[src/rtl/kfr_pkg.sv]
package kfr_pkg;

  // default sizing
  localparam int MAX_FRAME_DEF     = 64;
  localparam int NUM_PATTERNS_DEF  = 4;
  localparam int PATTERN_BYTES_DEF = 8;

  // register port
  localparam int APB_AW = 6;
  localparam int APB_DW = 64;

  localparam logic [2:0] REG_PATTERN_A   = 3'd0;
  localparam logic [2:0] REG_PATTERN_B   = 3'd1;
  localparam logic [2:0] REG_PATTERN_C   = 3'd2;
  localparam logic [2:0] REG_PATTERN_D   = 3'd3;
  localparam logic [2:0] REG_LENGTHS     = 3'd4;
  localparam logic [2:0] REG_COUNT       = 3'd5;

  // protocol constants
  localparam logic [7:0] HEADER_BYTE = 8'h70;
  localparam logic [1:0] WAKE_LIMIT  = 2'd3;
  localparam int         MIN_END_LEN = 3;

  // result event codes
  localparam logic [2:0] EV_STORED   = 3'd0;
  localparam logic [2:0] EV_WAKE     = 3'd1;
  localparam logic [2:0] EV_HEADER   = 3'd2;
  localparam logic [2:0] EV_MATCH    = 3'd3;
  localparam logic [2:0] EV_NOMATCH  = 3'd4;
  localparam logic [2:0] EV_OVERFLOW = 3'd5;

  typedef logic [7:0] byte_t;

  typedef struct packed {
    logic [3:0][63:0] pattern;
    logic [15:0]      lengths;
    logic [2:0]       count;
  } cfg_t;

  typedef struct packed {
    logic       done;
    logic       hit;
    logic [1:0] index;
  } match_res_t;

endpackage

[src/rtl/kfr_cfg_regs.sv]
module kfr_cfg_regs (
  input  logic                      clk,
  input  logic                      rst,
  input  logic                      psel,
  input  logic                      penable,
  input  logic                      pwrite,
  input  logic [kfr_pkg::APB_AW-1:0] paddr,
  input  logic [kfr_pkg::APB_DW-1:0] pwdata,
  output logic [kfr_pkg::APB_DW-1:0] prdata,
  output logic                      pready,
  output kfr_pkg::cfg_t             cfg
);
  import kfr_pkg::*;

  logic [2:0] reg_index;
  logic       wr_en;

  assign reg_index = paddr[APB_AW-1:3];
  assign pready    = 1'b1;
  assign wr_en     = psel && penable && pwrite && pready;

  always_ff @(posedge clk) begin
    if (rst) begin
      cfg <= '0;
    end else if (wr_en) begin
      case (reg_index)
        REG_PATTERN_A: cfg.pattern[0] <= pwdata;
        REG_PATTERN_B: cfg.pattern[1] <= pwdata;
        REG_PATTERN_C: cfg.pattern[2] <= pwdata;
        REG_PATTERN_D: cfg.pattern[3] <= pwdata;
        REG_LENGTHS:   cfg.lengths    <= pwdata[15:0];
        REG_COUNT:     cfg.count      <= pwdata[2:0];
        default: ;
      endcase
    end
  end

  always_comb begin
    case (reg_index)
      REG_PATTERN_A: prdata = cfg.pattern[0];
      REG_PATTERN_B: prdata = cfg.pattern[1];
      REG_PATTERN_C: prdata = cfg.pattern[2];
      REG_PATTERN_D: prdata = cfg.pattern[3];
      REG_LENGTHS:   prdata = {48'd0, cfg.lengths};
      REG_COUNT:     prdata = {61'd0, cfg.count};
      default:       prdata = '0;
    endcase
  end

endmodule

[src/rtl/kfr_prefix_matcher.sv]
module kfr_prefix_matcher #(
  parameter int MAX_FRAME     = kfr_pkg::MAX_FRAME_DEF,
  parameter int NUM_PATTERNS  = kfr_pkg::NUM_PATTERNS_DEF,
  parameter int PATTERN_BYTES = kfr_pkg::PATTERN_BYTES_DEF
) (
  input  logic                             clk,
  input  logic                             rst,
  input  logic                             start,
  input  logic [$clog2(MAX_FRAME+1)-1:0]   frame_len,
  input  kfr_pkg::cfg_t                    cfg,
  input  kfr_pkg::byte_t                   head [PATTERN_BYTES],
  output kfr_pkg::match_res_t              res
);
  import kfr_pkg::*;

  localparam int LW = $clog2(MAX_FRAME + 1);
  localparam int IW = (PATTERN_BYTES > 1) ? $clog2(PATTERN_BYTES) : 1;
  localparam int BW = $clog2(PATTERN_BYTES + 1);
  localparam int PW = $clog2(NUM_PATTERNS + 1);

  logic          busy;
  logic [PW-1:0] pat;
  logic [BW-1:0] bix;
  logic [LW-1:0] len;
  logic [PW-1:0] n_use;

  logic [1:0] pidx;
  logic [3:0] nib;
  logic [3:0] plen;
  byte_t      want;
  byte_t      got;

  // one byte compare per cycle, walked over patterns and bytes
  always_comb begin
    pidx = 2'(pat);
    nib  = cfg.lengths[4*pidx +: 4];
    plen = (nib > 4'(PATTERN_BYTES)) ? 4'(PATTERN_BYTES) : nib;
    want = cfg.pattern[pidx][8*bix[IW-1:0] +: 8];
    got  = head[bix[IW-1:0]];
  end

  always_ff @(posedge clk) begin
    if (rst) begin
      busy     <= 1'b0;
      res.done <= 1'b0;
    end else begin
      if (start) begin
        res.done <= 1'b0;
        busy     <= 1'b1;
        pat      <= '0;
        bix      <= '0;
        len      <= frame_len;
        n_use    <= (cfg.count > 3'(NUM_PATTERNS)) ? PW'(NUM_PATTERNS) : PW'(cfg.count);
      end else if (busy) begin
        if (pat >= n_use) begin
          busy      <= 1'b0;
          res.done  <= 1'b1;
          res.hit   <= 1'b0;
          res.index <= 2'd0;
        end else if (LW'(plen) > len) begin
          // pattern longer than frame
          res.done <= 1'b0;
          pat      <= pat + 1'b1;
          bix      <= '0;
        end else if (4'(bix) == plen) begin
          busy      <= 1'b0;
          res.done  <= 1'b1;
          res.hit   <= 1'b1;
          res.index <= pidx;
        end else if (want == got) begin
          res.done <= 1'b0;
          bix      <= bix + 1'b1;
        end else begin
          res.done <= 1'b0;
          pat      <= pat + 1'b1;
          bix      <= '0;
        end
      end else begin
        res.done <= 1'b0;
      end
    end
  end

endmodule

[src/rtl/kline_frame_receiver.sv]
// K-line frame receiver: one received byte per item, one result item per byte.
// Result path: a byte that does not end a frame passes from S_IDLE to S_OUT, where
// the result is registered once the output is free; a frame end first runs the
// byte-serial prefix compare in S_MATCH before S_OUT.
// Throughput: one item at a time; rx_ready is high only while idle.
// Reset (rst, synchronous, active high) clears frame, wake and config state.
module kline_frame_receiver #(
  parameter int MAX_FRAME     = kfr_pkg::MAX_FRAME_DEF,
  parameter int NUM_PATTERNS  = kfr_pkg::NUM_PATTERNS_DEF,
  parameter int PATTERN_BYTES = kfr_pkg::PATTERN_BYTES_DEF
) (
  input  logic                        clk,
  input  logic                        rst,
  // received byte channel
  input  logic                        rx_valid,
  output logic                        rx_ready,
  input  logic [7:0]                  rx_byte,
  // result channel
  output logic                        res_valid,
  input  logic                        res_ready,
  output logic [2:0]                  event_res,
  output logic [1:0]                  match_index,
  output logic                        wake_active,
  output logic [6:0]                  frame_length,
  // register port
  input  logic                        psel,
  input  logic                        penable,
  input  logic                        pwrite,
  input  logic [kfr_pkg::APB_AW-1:0]  paddr,
  input  logic [kfr_pkg::APB_DW-1:0]  pwdata,
  output logic [kfr_pkg::APB_DW-1:0]  prdata,
  output logic                        pready
);
  import kfr_pkg::*;

  localparam int LW = $clog2(MAX_FRAME + 1);
  localparam int IW = (PATTERN_BYTES > 1) ? $clog2(PATTERN_BYTES) : 1;

  // sequencer states
  localparam logic [1:0] S_IDLE  = 2'd0;
  localparam logic [1:0] S_MATCH = 2'd1;
  localparam logic [1:0] S_OUT   = 2'd2;

  logic [1:0]    state;

  // frame state
  logic [LW-1:0] length;
  logic [7:0]    run_sum;
  logic [1:0]    wake_count;
  logic          wake_flag;
  byte_t         head [PATTERN_BYTES];

  // result waiting for the output register
  logic [2:0]    pend_event;
  logic [1:0]    pend_index;
  logic [6:0]    pend_len;

  cfg_t          cfg;
  match_res_t    mres;
  logic          match_start;
  logic [LW-1:0] match_len;

  logic          accept;
  logic [LW-1:0] len_inc;
  logic          is_wake;
  logic          is_header;
  logic          frame_end;
  logic          overflow;
  logic [1:0]    wake_count_next;

  kfr_cfg_regs u_cfg (
    .clk     (clk),
    .rst     (rst),
    .psel    (psel),
    .penable (penable),
    .pwrite  (pwrite),
    .paddr   (paddr),
    .pwdata  (pwdata),
    .prdata  (prdata),
    .pready  (pready),
    .cfg     (cfg)
  );

  kfr_prefix_matcher #(
    .MAX_FRAME     (MAX_FRAME),
    .NUM_PATTERNS  (NUM_PATTERNS),
    .PATTERN_BYTES (PATTERN_BYTES)
  ) u_match (
    .clk       (clk),
    .rst       (rst),
    .start     (match_start),
    .frame_len (match_len),
    .cfg       (cfg),
    .head      (head),
    .res       (mres)
  );

  assign rx_ready = (state == S_IDLE);
  assign accept   = rx_valid && rx_ready;

  // byte classification, all against the state before this byte
  always_comb begin
    len_inc         = length + 1'b1;
    is_wake         = (length == '0) && (rx_byte == 8'h00);
    is_header       = (length == '0) && (rx_byte == HEADER_BYTE);
    // checksum byte equals the sum of everything before it
    frame_end       = (rx_byte == run_sum) && (len_inc > LW'(MIN_END_LEN));
    overflow        = (len_inc >= LW'(MAX_FRAME));
    wake_count_next = (wake_count < WAKE_LIMIT) ? wake_count + 1'b1 : wake_count;
  end

  // first bytes of the frame, no reset: only entries of the live frame are read
  always_ff @(posedge clk) begin
    if (accept && !is_wake && !is_header && (length < LW'(PATTERN_BYTES))) begin
      head[length[IW-1:0]] <= rx_byte;
    end
  end

  always_ff @(posedge clk) begin
    if (rst) begin
      state       <= S_IDLE;
      length      <= '0;
      run_sum     <= '0;
      wake_count  <= '0;
      wake_flag   <= 1'b0;
      res_valid   <= 1'b0;
      match_start <= 1'b0;
    end else begin
      // the compare's start strobe is registered from the accept of a frame-ending byte
      match_start <= accept && !is_wake && !is_header && frame_end;
      if ((state == S_OUT) && (!res_valid || res_ready)) begin
        res_valid <= 1'b1;
      end else if (res_ready) begin
        res_valid <= 1'b0;
      end
      case (state)
        S_IDLE: begin
          if (accept) begin
            pend_index <= 2'd0;
            if (is_wake) begin
              wake_count <= wake_count_next;
              if (wake_count_next == WAKE_LIMIT) begin
                wake_flag <= 1'b1;
              end
              pend_event <= EV_WAKE;
              pend_len   <= '0;
              state      <= S_OUT;
            end else if (is_header) begin
              pend_event <= EV_HEADER;
              pend_len   <= '0;
              state      <= S_OUT;
            end else if (frame_end) begin
              // frame empties now; the compare works from the latched length
              length      <= '0;
              run_sum     <= '0;
              match_len   <= len_inc;
              pend_len    <= '0;
              state       <= S_MATCH;
            end else if (overflow) begin
              length     <= '0;
              run_sum    <= '0;
              pend_event <= EV_OVERFLOW;
              pend_len   <= '0;
              state      <= S_OUT;
            end else begin
              length     <= len_inc;
              run_sum    <= run_sum + rx_byte;
              pend_event <= EV_STORED;
              pend_len   <= 7'(len_inc);
              state      <= S_OUT;
            end
          end
        end
        S_MATCH: begin
          if (mres.done) begin
            pend_event <= mres.hit ? EV_MATCH : EV_NOMATCH;
            pend_index <= mres.hit ? mres.index : 2'd0;
            state      <= S_OUT;
          end
        end
        S_OUT: begin
          if (!res_valid || res_ready) begin
            event_res    <= pend_event;
            match_index  <= pend_index;
            wake_active  <= wake_flag;
            frame_length <= pend_len;
            state        <= S_IDLE;
          end
        end
        default: begin
          state <= S_IDLE;
        end
      endcase
    end
  end

  // one item in flight: no accept right after an accept
  assert property (@(posedge clk) disable iff (rst) accept |=> !rx_ready)
    else $error("item accepted while previous item still in work");

  assert property (@(posedge clk) disable iff (rst) res_valid |-> frame_length < MAX_FRAME)
    else $error("reported frame length reaches the frame limit");

  assert property (@(posedge clk) disable iff (rst)
    (res_valid && (event_res != EV_MATCH)) |-> (match_index == 2'd0))
    else $error("match index set without a match");

  assert property (@(posedge clk) disable iff (rst) $past(wake_flag) |-> wake_flag)
    else $error("wake flag cleared outside reset");

  assert property (@(posedge clk) disable iff (rst) mres.done |-> (state == S_MATCH))
    else $error("compare finished while no frame end pending");

endmodule
[config.mk]
export PLATFORM = sky130hd
export DESIGN_NAME = kline_frame_receiver
export DESIGN_NICKNAME = d
export VERILOG_FILES = /design/src/rtl/kfr_pkg.sv /design/src/rtl/kfr_cfg_regs.sv /design/src/rtl/kfr_prefix_matcher.sv /design/src/rtl/kline_frame_receiver.sv
export SDC_FILE = /design/constraint.sdc
export NUM_CORES = 1
export LEC_CHECK = 0
export BUFFER_PORTS_ARGS = -buffer_cell sky130_fd_sc_hd__buf_2
export CORE_ASPECT_RATIO = 0.9
export CORE_MARGIN = 2
export CORE_UTILIZATION = 36
export DETAILED_ROUTE_END_ITERATION = 12
export PLACE_DENSITY = 0.55
export SLEW_MARGIN = 20
export SYNTH_ARGS = -nofsm -noshare
export SYNTH_HDL_FRONTEND = slang
export SYNTH_SLANG_ARGS = --single-unit
export TNS_END_PERCENT = 20
[constraint.sdc]
create_clock -name clk -period 9.3 [get_ports clk]
set_input_delay 1.86 -clock clk [delete_from_list [all_inputs] [get_ports clk]]
set_output_delay 1.86 -clock clk [all_outputs]
set_load 0.1 [all_outputs]
-- Word-level counts from Yosys, hierarchy flattened
Cells that the tools add are included.
- register bits: 415
- logic and storage cells: 184
- bits of input ports: 85
- output and inout port bits: 80
- reduce and logical (&&, ||, !) cells: 45
- mux-type cells: 56
- $add $sub $neg: 5
- magnitude comparators: 12
- equal/unequal tests: 20
- bitwise logic cells: 7
- shifts and indexed selects: 2
- operator list (operator ; count):
    $pmux 64 s6 ; 1
    $bmux 64 s2 ; 1
    $bwmux 64 ; 1
    $mux 64 ; 1
    $shiftx 64x7->8 ; 1
    $mux 3 ; 14
    $mux 8 ; 5
    $mux 4 ; 7
    $bmux 8 s3 ; 1
    $demux 8 s3 ; 1
    $mux 2 ; 10
    $eq 8x8->1 ; 2
    $reduce_and 4->1 ; 4
    $shiftx 16x5->4 ; 1
    $reduce_and 5->1 ; 3
    $mux 7 ; 2
    $reduce_and 2->1 ; 7
    $logic_and 1x1->1 ; 12
    $reduce_and 3->1 ; 4
    $mux 1 ; 9
    $add 8x8->8 ; 1
    $eq 8x7->1 const B ; 1
    $ge 4x4->1 const B ; 2
    $logic_not 8->1 ; 1
    other kinds (38) ; 55

-- Depth between registers and ports, before layout
- word-level depth: 10
- gate-level depth with buffers: 13
- gate-level depth less buffers: 10

-- Cells and area by module
A second synthesis with hierarchy kept.
- cell total of the unflattened synthesis: 1793
- area total of the unflattened synthesis: 21536.9 sq um
- by module, submodules not included (module ; area an instance (sq um) ; cells each ; sequential area each (sq um) ; times used):
    kfr_cfg_regs ; 13021.2 ; 1178 ; 5505.3 ; 1
    kline_frame_receiver ; 4505.6 ; 288 ; 3323.2 ; 1
    kfr_prefix_matcher ; 4010.1 ; 327 ; 640.6 ; 1

-- Worst setup path before layout
Ideal clock, no wire load.
- kind: in2out
- start: input paddr[3] in the netlist's numbering
- end: output prdata[2] in the netlist's numbering
- stages: 5
- setup slack: 2.490 ns
- buffers on the path: 2
- data required time: 7.440 ns
- arrival: 4.950 ns
- path through: clkbuf_1 -> clkbuf_1 -> nor2b_1 -> a22oi_1 -> o21ai_0
- cells in the longest elaborated chain, start to end: 2
- elaborated cells on any way between the ends: 7
- those cells by class: eq/ne (5); mux (1); reduce/logical (1)
- RTL lines (item ; RTL line ; text):
    from (decl) ; kline_frame_receiver.sv:29 ; input logic [kfr_pkg::APB_AW-1:0] paddr,
    $eq 3x3->1 (tied with other cells) ; kfr_cfg_regs.sv:39 ; case (reg_index)
    $pmux 64 s6 * ; kfr_cfg_regs.sv:39 ;
    to (decl) ; kline_frame_receiver.sv:31 ; output logic [kfr_pkg::APB_DW-1:0] prdata,
Mark *: on every way between the ends. The rest lies on a longest branch, timed or not.

-- Worst setup path in the final report
- start: input paddr[3] in the netlist's numbering
- end: output prdata[63] in the netlist's numbering
Same word-level chain as after synthesis.

==> key figures <==
Global route
  – Via count of the first global-routing pass: 15700
  – Overall overflow remaining after global route: 0
  – Number of antenna violations at the first check in global routing: 8
  – Largest net degree at the start of global routing: 138
  – GRT Util Overall: 0.224
  – First-pass GRT wire length: 96.4 mm

Cells and area
  – Fill cell instance count of the final layout: 5188
  – Net count reported at finish: 2280
  – Layout Area Growth over Synthesis: 14.1%
  – Proportion of layout cells with a drive suffix above 1: 0.162

Setup path
  – Required time of the worst setup path: 7.44 ns
  – CP most frequent cell: buf_2
  – Kind of critical path: in -> out
  – Largest stage delay on the critical path: 0.81 ns
  – Critical path peak fanout: 30
  – Worst-path cell with the longest stage delay: nor2_4
  – Ordered cell list for the critical path: buf_2, nand2b_1, nor2_4, buf_4, a22oi_1, nand2_1, buf_2
  – Endpoint class of the critical path: output port
  – Arrival time of data at the critical path endpoint: 5.08 ns
  – Critical Path Start Type: primary input

Route
  – Detail-routed net length per standard cell: 21.9 um
  – Number of violations reported at the end of detailed-routing iteration 0: 1471
  – Count of TritonRoute iterations in the first routing pass: 5
  – Residual DRC: 0
  – Total length of routed wires: 63.7 mm
  – Number of nets with antenna violations after routing: 0
  – Routed vias: 16200
  – DR vias/cell: 5.57

Placed design
  – HPWL after detailed placement: 39.8 mm
  – Routability cong.: 0.806
  – Number of buffers inserted by port buffering: 160
  – Setup Slack @ Placement: 2.39 ns

Floorplanning
  – Die outline area: 0.0559 mm2
  – Top Ports: 165
  – Die width: 249 um
  – Total number of placement rows: 80
  – Starting density of the core: 0.366
  – Chip height: 224 um
  – Floorplan Core Area: 0.0532 mm2

STA
  – Setup TNS: 0 ns
  – Least-Margin Pin Slew: 1.03 ns
  – Max-Slew Margin vs Limit: 0.308
  – Final period utilization: 0.747
  – Count of final setup violators: 0
  – Highest clock frequency the design can meet: 144 MHz
  – Unrepaired setup endpoints after global routing: no
  – Final number of hold-violating endpoints: 0
  – Final Worst Setup Slack: 2.36 ns
  – Final critical-path required period: 6.94 ns
  – Largest clock skew in the final design: 0.0259 ns
  – Max-slew violation total from the final report: 0

Yosys
  – Largest family of logic cells by synthesized area: simple AND/OR/NAND/NOR gates
  – Main area contributors after synthesis: dfxtp_1, edfxtp_1, nand2_1, a21oi_1, mux4_2
  – Net count of the mapped netlist: 2200
  – Complex-gate fraction of the synthesized area: 0.154
  – Syn_area_per_cell: 9.28 um2
  – Synth Cell Area: 0.0194 mm2
  – Yosys warning count: 0
  – Post-synthesis simple-gate area fraction: 0.167
  – Register bit total from synthesis: 415
  – Gate count of the mapped netlist: 2095
  – Fraction of registers with async set or reset after synthesis: 0
  – Count of unique library cells instantiated by Yosys: 66
  – Number of enable flip-flop cells after synthesis: 116
  – Ranking of synthesized cells by instance count: nand2_1, a21oi_1, dfxtp_1, clkbuf_1, edfxtp_1
  – Most frequent cell after synthesis: nand2_1
  – Proportion of synthesized chip area in sequential cells: 0.487
  – Dominant synthesized flop cell: dfxtp_1
  – Mux share of post-synthesis cell area: 0.115
  – Xor/xnor share of the synthesized area: 0.0257
  – Post-synth top area cell: dfxtp_1
  – Area share of the largest cell type after synthesis: 0.308
  – Synthesized-area fraction occupied by adder cells: 0.0133

Pwr
  – Power density cells: 175 mW/mm2
  – Switch share: 0.242
  – Leakage power: 7.85 nW
  – Cell internal pwr: 2.94 mW
  – Flop pwr share: 0.487
  – Share of total power in combinational logic: 0.058
  – Maximum vdd drop: 0.133 mV
  – Clock network fraction of design power: 0.454
  – Switching power: 938 uW

Clocking
  – Number of levels the H-tree was split into: 2
  – Clock-pin slew of the registers on the worst-case setup and hold paths: 0.06 ns
  – Sink count of the clock tree: 415
  – CTS-repair resized insts: 0
  – Clock tree from TritonCTS: yes
  – Maximum count of clock buffers along a single path: 3
  – Post-CTS Hold Buffers: 0
  – Number of buffers created by CTS: 46
  – Buffers inserted by post-CTS timing repair: 0
  – Root Buffer Master: clkbuf_16
  – Clock network latency to the later pin of the worst-skew pair: 0.59 ns

Hold path
  – HP Class: reg -> reg

Job
  – Maximum capacitance violations: 0

Outcome
  – Status: finished clean
==> power groups by stage <==
stage          Combinational (mW)  Sequential (mW)  Clock [mW]
6_report                    0.227             1.89        1.76
5_1_grt                     0.243             1.89        1.87
4_1_cts                     0.226             1.89        1.80
3_5_place_dp                0.225             1.93           0
3_3_place_gp                0.222             1.93           0
2_1_floorplan               0.126             1.94           0
==> cell families after synthesis <==
| kind of cell | after synthesis |
|---|---|
| compound gates | 495 |
| xor+xnor | 57 |
| fa+ha+maj | 20 |
| buf+inv | 176 |
| flops | 415 |
| mux | 137 |
| other cells | 2 |
| simple gates | 793 |
==> placed cells by master, fill, tap and decap left out, drive strengths merged, types with 4 or more instances in the layout <==
| cell type | count |
|---|---|
| nand2 | 631 |
| edfxtp | 116 |
| a221oi | 4 |
| and2 | 9 |
| a22oi | 113 |
| xnor2 | 41 |
| clkinv | 18 |
| nand3 | 20 |
| inv | 22 |
| o21ai | 5 |
| nor4 | 4 |
| xor2 | 16 |
| mux2 | 25 |
| o22ai | 14 |
| a211oi | 5 |
| nand2b | 10 |
| a21o | 4 |
| clkbuf | 65 |
| nor3b | 10 |
| a21oi | 313 |
| mux2i | 48 |
| dfxtp | 299 |
| mux4 | 64 |
| ha | 19 |
| and3 | 12 |
| buf | 186 |
| nor2 | 52 |
| nor2b | 16 |
| a221o | 4 |
| o21a | 4 |
| nor3 | 20 |
==> registers in the layout (all words and copies together), names as in the netlist, 4 cells and up <==
signal        cells
head             64
u_match.res       4
u_match.bix       4
pend_len          7
length            7
frame_length      7
u_cfg.cfg       275
match_len         7
u_match.len       7
run_sum           8
==> final timing paths <==
kind               endpoint           start  slack [ns]  cells past startpoint
min reg2reg  u_match.len[5]    match_len[5]        0.42                      0
max              prdata[63]        paddr[3]        2.36                      7
max reg2reg  u_match.res[2]  u_match.pat[1]        4.73                      9
min          u_match.len[5]    match_len[5]        0.42                      0
==> routing by layer <==
metal | up-vias | GRT usage | share of wire
met2 | 614 | 0.362 | 0.46
met4 | 6 | 0.0624 | 0.021
li1 | 7537 | - | -
met5 | - | 0 | 0.00053
met3 | 107 | 0.0400 | 0.071
met1 | 7953 | 0.309 | 0.44
==> area by class of cell <==
class                   count  area [um2]  area share
inverters                  21        78.8     0.00356
well taps                 697         872      0.0393
clock buffers              64        1300      0.0586
diodes                      3        7.51    0.000339
clock inverters            21         145     0.00655
repair buffers            187        1010      0.0457
flip-flops and latches    415        9470       0.427
multi-input cells        1504        9290       0.419
==> stage by stage <==
stage	power [mW]	hold slack [ns]	std cells	util	area [um2]
3_3_place_gp	2.15	0.402	2824	0.390	20700
3_5_place_dp	2.16	0.405	2824	0.390	20700
2_1_floorplan	2.06	0.400	2095	-	19400
4_1_cts	3.91	0.418	2909	0.417	22200
6_report	3.88	0.417	2912	0.417	22200
5_1_grt	4.01	0.425	2912	0.417	22200
==> critical path, delay by kind of cell <==
family          cells  cell delay (ns)
simple gates        3             1.50
buf+inv             3             1.55
compound gates      1             0.14
Power figures use the tool's default switching activity.
